<file path="src/key_value_map_table_macros.svh">
// Assertion macros for the key-value map table
`ifndef KEY_VALUE_MAP_TABLE_MACROS_SVH
`define KEY_VALUE_MAP_TABLE_MACROS_SVH

// same-cycle implication
`define KVMT_ASSERT_NOW(name, clk, rst, ante, cons) \
  name: assert property (@(posedge clk) disable iff (rst) (ante) |-> (cons)) \
    else $error("key_value_map_table: check failed");

// next-cycle implication
`define KVMT_ASSERT_NEXT(name, clk, rst, ante, cons) \
  name: assert property (@(posedge clk) disable iff (rst) (ante) |=> (cons)) \
    else $error("key_value_map_table: check failed");

`endif

</file>
<file path="src/kvmt_pkg.sv">
// Shared types and constants of the key-value map table
package kvmt_pkg;

  localparam int TABLE_ENTRIES = 64;
  localparam int IDX_W         = (TABLE_ENTRIES > 1) ? $clog2(TABLE_ENTRIES) : 1;
  localparam int CNT_W         = $clog2(TABLE_ENTRIES + 1);
  localparam int ENTRY_W       = 7;
  localparam int DATA_W        = 32;

  localparam logic [CNT_W-1:0] CNT_FULL = CNT_W'(TABLE_ENTRIES);

  localparam logic [1:0] FUNC_INSERT = 2'd0;
  localparam logic [1:0] FUNC_LOOKUP = 2'd1;
  localparam logic [1:0] FUNC_REMOVE = 2'd2;

  typedef struct packed {
    logic [1:0]               func;
    logic signed [DATA_W-1:0] key;
    logic signed [DATA_W-1:0] value;
  } req_t;

  typedef struct packed {
    logic signed [DATA_W-1:0] result_value;
    logic                     found;
    logic                     full_res;
    logic [ENTRY_W-1:0]       entry_total;
    logic                     empty_res;
  } rsp_t;

  // request walking down the cell chain, collecting match and free slot
  typedef struct packed {
    logic                     active;
    logic [1:0]               func;
    logic signed [DATA_W-1:0] key;
    logic signed [DATA_W-1:0] value;
    logic                     hit;
    logic [IDX_W-1:0]         hit_idx;
    logic signed [DATA_W-1:0] hit_value;
    logic                     free_ok;
    logic [IDX_W-1:0]         free_idx;
  } pkt_t;

  // update broadcast to all cells at the end of a walk
  typedef struct packed {
    logic                     en;
    logic                     clr;
    logic                     set_key;
    logic [IDX_W-1:0]         idx;
    logic signed [DATA_W-1:0] key;
    logic signed [DATA_W-1:0] value;
  } commit_t;

endpackage

</file>
<file path="src/kvmt_cell.sv">
// One slot of the table: holds a pair and inspects the passing request
module kvmt_cell (
  input  logic                         clk,
  input  logic                         rst,
  input  logic [kvmt_pkg::IDX_W-1:0]   slot_idx,
  input  kvmt_pkg::pkt_t               pkt_in,
  input  kvmt_pkg::commit_t            commit,
  output kvmt_pkg::pkt_t               pkt_out
);

  logic signed [kvmt_pkg::DATA_W-1:0] slot_key;
  logic signed [kvmt_pkg::DATA_W-1:0] slot_value;
  logic                               slot_valid;
  kvmt_pkg::pkt_t                     pkt_next;
  logic                               sel;

  assign sel = commit.en && (commit.idx == slot_idx);

  always_comb begin
    pkt_next = pkt_in;
    if (pkt_in.active) begin
      if (!pkt_in.hit && slot_valid && (slot_key == pkt_in.key)) begin
        pkt_next.hit       = 1'b1;
        pkt_next.hit_idx   = slot_idx;
        pkt_next.hit_value = slot_value;
      end
      if (!pkt_in.free_ok && !slot_valid) begin
        pkt_next.free_ok  = 1'b1;
        pkt_next.free_idx = slot_idx;
      end
    end
  end

  always_ff @(posedge clk) begin
    if (sel && !commit.clr) begin
      slot_value <= commit.value;
      if (commit.set_key) begin
        slot_key <= commit.key;
      end
    end
  end

  always_ff @(posedge clk) begin
    if (rst) begin
      pkt_out    <= '0;
      slot_valid <= 1'b0;
    end else begin
      pkt_out <= pkt_next;
      if (sel) begin
        if (commit.clr) begin
          slot_valid <= 1'b0;
        end else if (commit.set_key) begin
          slot_valid <= 1'b1;
        end
      end
    end
  end

endmodule

</file>
<file path="config.mk">
export PLATFORM = sky130hd
export DESIGN_NAME = kvmt_cell
export DESIGN_NICKNAME = d
export VERILOG_FILES = /design/src/key_value_map_table_macros.svh /design/src/kvmt_pkg.sv /design/src/kvmt_cell.sv
export SDC_FILE = /design/constraint.sdc
export NUM_CORES = 1
export LEC_CHECK = 0
export BUFFER_PORTS_ARGS = -buffer_cell sky130_fd_sc_hd__buf_2
export CAP_MARGIN = 15
export CORE_MARGIN = 1
export CORE_UTILIZATION = 45
export DETAILED_ROUTE_END_ITERATION = 10
export PLACE_DENSITY = 0.79
export SYNTH_ARGS = -nofsm -noshare
export SYNTH_HDL_FRONTEND = slang
export SYNTH_SLANG_ARGS = --single-unit
export TNS_END_PERCENT = 20
</file>
<file path="constraint.sdc">
create_clock -name clk -period 4.15 [get_ports clk]
set_input_delay 0.415 -clock clk [delete_from_list [all_inputs] [get_ports clk]]
set_output_delay 0.415 -clock clk [all_outputs]
set_load 0.02 [all_outputs]
</file>
==> run_summary.xml <==
<?xml version="1.0" encoding="UTF-8"?>
<metrics>
  <group name="status">
    <metric name="run_status" unit="">finished clean</metric>
  </group>
  <group name="clock_tree">
    <metric name="number_of_buffers_added_to_fix_hold_violations_after_cts" unit="">0</metric>
    <metric name="clock_tree.root_cell" unit="">sky130_fd_sc_hd__clkbuf_16</metric>
    <metric name="cts-buffers-inserted" unit="">17</metric>
    <metric name="cts.repair_timing.setup_buffer_count" unit="">0</metric>
    <metric name="post_cts_resize_count" unit="">0</metric>
    <metric name="clk_transition_reported_paths" unit="ns">0.07</metric>
    <metric name="clkLatencyLatePin" unit="ns">0.42</metric>
    <metric name="cts_tree" unit="">yes</metric>
    <metric name="cts-htree-levels" unit="">4</metric>
    <metric name="clock_sink_count" unit="">178</metric>
    <metric name="cts_max_path_buffers" unit="">2</metric>
  </group>
  <group name="layout">
    <metric name="area_delta_synth_final" unit="%">36.8</metric>
    <metric name="postLayoutCellArea" unit="µm²">8420</metric>
    <metric name="layout.filler_cells" unit="">1060</metric>
    <metric name="multi_input_gate_area_in_the_final_layout" unit="µm²">1860</metric>
    <metric name="final_net_count" unit="">956</metric>
    <metric name="seqCellArea" unit="µm²">4200</metric>
    <metric name="drive_gt1_frac" unit="">0.445</metric>
  </group>
  <group name="synth">
    <metric name="synth_top_cell_area_share" unit="">0.371</metric>
    <metric name="synth_simple_gate_area_share" unit="">0.169</metric>
    <metric name="post_synth_num_cell_types" unit="">24</metric>
    <metric name="ys_async_rst_share" unit="">0</metric>
    <metric name="synthesis.nets" unit="">648</metric>
    <metric name="synth_commonest_cells" unit="">114 x sky130_fd_sc_hd__dfxtp_1, 76 x sky130_fd_sc_hd__nand2b_1, 68 x sky130_fd_sc_hd__nor2b_1, 64 x sky130_fd_sc_hd__edfxtp_1, 44 x sky130_fd_sc_hd__mux2i_1</metric>
    <metric name="synth-xor-area-share" unit="">0.0541</metric>
    <metric name="synth_area_leader_cell" unit="">sky130_fd_sc_hd__dfxtp_1</metric>
    <metric name="postSynthAreaPerCell" unit="µm²">13.6</metric>
    <metric name="library_cell_with_the_highest_instance_count_after_synthesis" unit="">sky130_fd_sc_hd__dfxtp_1</metric>
    <metric name="muxShareOfSynthArea" unit="">0.0716</metric>
    <metric name="seq_area_frac_synth" unit="">0.683</metric>
    <metric name="largest_family_of_logic_cells_by_synthesized_area" unit="">simple AND/OR/NAND/NOR gates</metric>
    <metric name="ys_dominant_reg_cell" unit="">sky130_fd_sc_hd__dfxtp_1</metric>
    <metric name="synth_compound_gate_area_share" unit="">0.00447</metric>
    <metric name="synth.ff_latch_count" unit="">178</metric>
    <metric name="synth_enable_flop_cells" unit="">64</metric>
    <metric name="syn_area" unit="µm²">6150</metric>
    <metric name="post_synth_main_area_contributors" unit="">sky130_fd_sc_hd__dfxtp_1 37%, sky130_fd_sc_hd__edfxtp_1 31%, sky130_fd_sc_hd__nand2b_1 7.7%</metric>
    <metric name="yosys_warnings" unit="">0</metric>
    <metric name="yosys.area_share.adder" unit="">0</metric>
    <metric name="number_of_cells_produced_by_synthesis" unit="">454</metric>
  </group>
  <group name="routing">
    <metric name="routed_len_inst" unit="µm">15.1</metric>
    <metric name="antenna_left" unit="">0</metric>
    <metric name="drt_iter0_markers" unit="">158</metric>
    <metric name="first_pass_iters" unit="">4</metric>
    <metric name="route.final.wire_length" unit="µm">14400</metric>
    <metric name="post-route-drc-count" unit="">0</metric>
    <metric name="routed-via-count" unit="">4363</metric>
    <metric name="route.detailed.vias_per_inst" unit="">4.58</metric>
  </group>
  <group name="place">
    <metric name="routabilityCongestion" unit="">0.850</metric>
    <metric name="place.detailed.hpwl" unit="µm">11000</metric>
    <metric name="place.port_buffers" unit="">306</metric>
    <metric name="placed_area" unit="µm²">7850</metric>
  </group>
  <group name="global_route">
    <metric name="grt_util_met1" unit="">0.225</metric>
    <metric name="wire_length_of_the_first_global_routing_pass" unit="µm">22200</metric>
    <metric name="gr-usage-all-layers" unit="">0.208</metric>
    <metric name="grt_remaining_overflow" unit="">0</metric>
    <metric name="via_count_of_the_first_global_routing_pass" unit="">4502</metric>
    <metric name="groute.layer.met2.usage" unit="">0.362</metric>
    <metric name="use_met3" unit="">0.0642</metric>
    <metric name="grt-busiest-layer" unit="">met2</metric>
    <metric name="grt_start_max_net_pins" unit="">129</metric>
    <metric name="grt_antenna_before_repair" unit="">1</metric>
  </group>
  <group name="timing">
    <metric name="clock.fmax" unit="GHz">0.396</metric>
    <metric name="final.setup_skew" unit="ns">0.00681</metric>
    <metric name="slew_headroom" unit="">0.325</metric>
    <metric name="total_negative_slack_for_setup_checks" unit="ns">0</metric>
    <metric name="hold_viol" unit="">0</metric>
    <metric name="timing_max_transition_violations_final" unit="">0</metric>
    <metric name="rsz0062_at_grt" unit="">false</metric>
    <metric name="period_minus_slack" unit="ns">2.52</metric>
    <metric name="setup_viol_count_final" unit="">0</metric>
    <metric name="worst-slew-pin-transition" unit="ns">1.01</metric>
    <metric name="fin_crit_sh" unit="">0.608</metric>
  </group>
  <group name="setup_path">
    <metric name="worst_r2r_startpoint" unit="">slot_key[10]</metric>
    <metric name="critical-path-top-delay-family" unit="">simple AND/OR/NAND/NOR gates</metric>
    <metric name="critPathLaunch" unit="">slot_idx[0]</metric>
    <metric name="worst_ep_arrival_time" unit="ns">2.60</metric>
    <metric name="crit-reg2reg-capture" unit="">pkt_out[15]</metric>
    <metric name="max_fanout_on_critical_path" unit="">33</metric>
    <metric name="crit_slowest_cell" unit="">sky130_fd_sc_hd__nor4_1</metric>
    <metric name="crit_path_cell_trace" unit="">buf_2 -&gt; xnor2_1 -&gt; nand4_1 -&gt; nor4_1 -&gt; nor2b_4 -&gt; buf_4 -&gt; and2_1 -&gt; buf_4</metric>
    <metric name="reg2reg_slack" unit="ns">1.79</metric>
    <metric name="timing.critical_path.from_type" unit="">primary input</metric>
    <metric name="critPathKind" unit="">in -&gt; reg</metric>
    <metric name="critPathMaxStageDelay" unit="ns">0.49</metric>
    <metric name="r2r_cells" unit="">6</metric>
    <metric name="critical-path-top-cell-by-count" unit="">sky130_fd_sc_hd__buf_4</metric>
    <metric name="cp.required" unit="ns">4.22</metric>
    <metric name="crit_path_end_kind" unit="">register</metric>
    <metric name="crit_path_buffers_inverters" unit="">3</metric>
  </group>
  <group name="floorplan">
    <metric name="die_area" unit="µm²">14100</metric>
    <metric name="num_rows" unit="">42</metric>
    <metric name="core_area" unit="µm²">13300</metric>
    <metric name="io-pin-count" unit="">307</metric>
    <metric name="start_util" unit="">0.463</metric>
    <metric name="chipWidth" unit="µm">119</metric>
    <metric name="die_height" unit="µm">119</metric>
  </group>
  <group name="min_path">
    <metric name="min_to" unit="">slot_key[28]</metric>
    <metric name="hold_path_startpoint" unit="">commit[60]</metric>
    <metric name="min_path_type" unit="">in -&gt; reg</metric>
    <metric name="timing.hold.worst_path_depth" unit="">1</metric>
  </group>
  <group name="power_and_ir_drop">
    <metric name="pwr_density_cell" unit="nW/µm²">446</metric>
    <metric name="vdd.ir_drop.worst" unit="µV">342</metric>
    <metric name="leakage" unit="nW">3.74</metric>
  </group>
  <group name="run">
    <metric name="max-cap-violations" unit="">0</metric>
  </group>
</metrics>
## worst max-delay path by stage
stage,slack (ns),end,depth (start not counted)
after floorplan,0.30,slot_key[0],4
after global placement,1.34,slot_key[27],8
after detailed placement,1.24,slot_key[22],8
after CTS,1.65,slot_key[26],8
after global routing,1.45,slot_key[7],8
final,1.63,slot_key[0],8
## through the flow
stage                     setup WS, ns  utilization  cells  power [mW]  hold WS, ns
after global placement            1.34        0.590    919        2.26        0.497
final                             1.63        0.633    952        3.75        0.168
after global routing              1.45        0.633    952        3.89        0.145
after floorplan                  0.304            -    454        2.09        0.491
after CTS                         1.65        0.633    951        3.79        0.147
after detailed placement          1.24        0.590    919        2.28        0.510
## logic make-up after synthesis
group                     after synthesis
and+or+nand+nor                       168
muxes                                  44
DFF                                   178
xor gates and xnor gates               38
buffers and inverters                  22
AOI/OAI and AO/OA                       4
## area by class of cell
type	instances	area share
tap	176	0.0262
inverter	1	0.000446
multi-input combinational	254	0.221
clock buffer	18	0.0522
clock inverter	14	0.0152
timing repair buffer	310	0.186
sequential	178	0.499
antenna	1	0.000297
## worst register-to-register path: stages (launching register included)
cell,delay [ns]
sky130_fd_sc_hd__edfxtp_1,0.38
sky130_fd_sc_hd__xor2_1,0.15
sky130_fd_sc_hd__nor4_1,0.34
sky130_fd_sc_hd__nand4_1,0.23
sky130_fd_sc_hd__nor4_4,0.30
sky130_fd_sc_hd__buf_4,0.58
sky130_fd_sc_hd__mux2i_1,0.30
## flip-flops by register name (all words and copies together) (netlist names)
name,count
pkt_out,113
slot_value,32
slot_valid,1
slot_key,32
## report_power, final
part | switching (mW) | internal [mW]
clock | 0.668 | 0.850
sequential | 0.0154 | 1.87
combinational | 0.191 | 0.160
## layer usage
metal,vias to the layer above,share of wire
met5,-,0
met4,0,0.034
met3,33,0.077
met2,204,0.50
met1,2005,0.39
li1,2121,-
## layout by cell type, fill, tap and decap left out, drive strengths merged, types with 2 or more instances in the layout
cell | synthesis | layout
inv | 1 | 6
nor2b | 68 | 68
edfxtp | 64 | 64
dfxtp | 114 | 114
nand4 | 4 | 4
nand2b | 76 | 76
xnor2 | 11 | 11
nor2 | 7 | 7
mux2i | 44 | 44
buf | 4 | 310
clkbuf | 17 | 18
nor4 | 7 | 7
nor3 | 2 | 2
xor2 | 27 | 27
a21oi | 2 | 2
clkinv | 0 | 7
(Power assumes the default switching activity.)
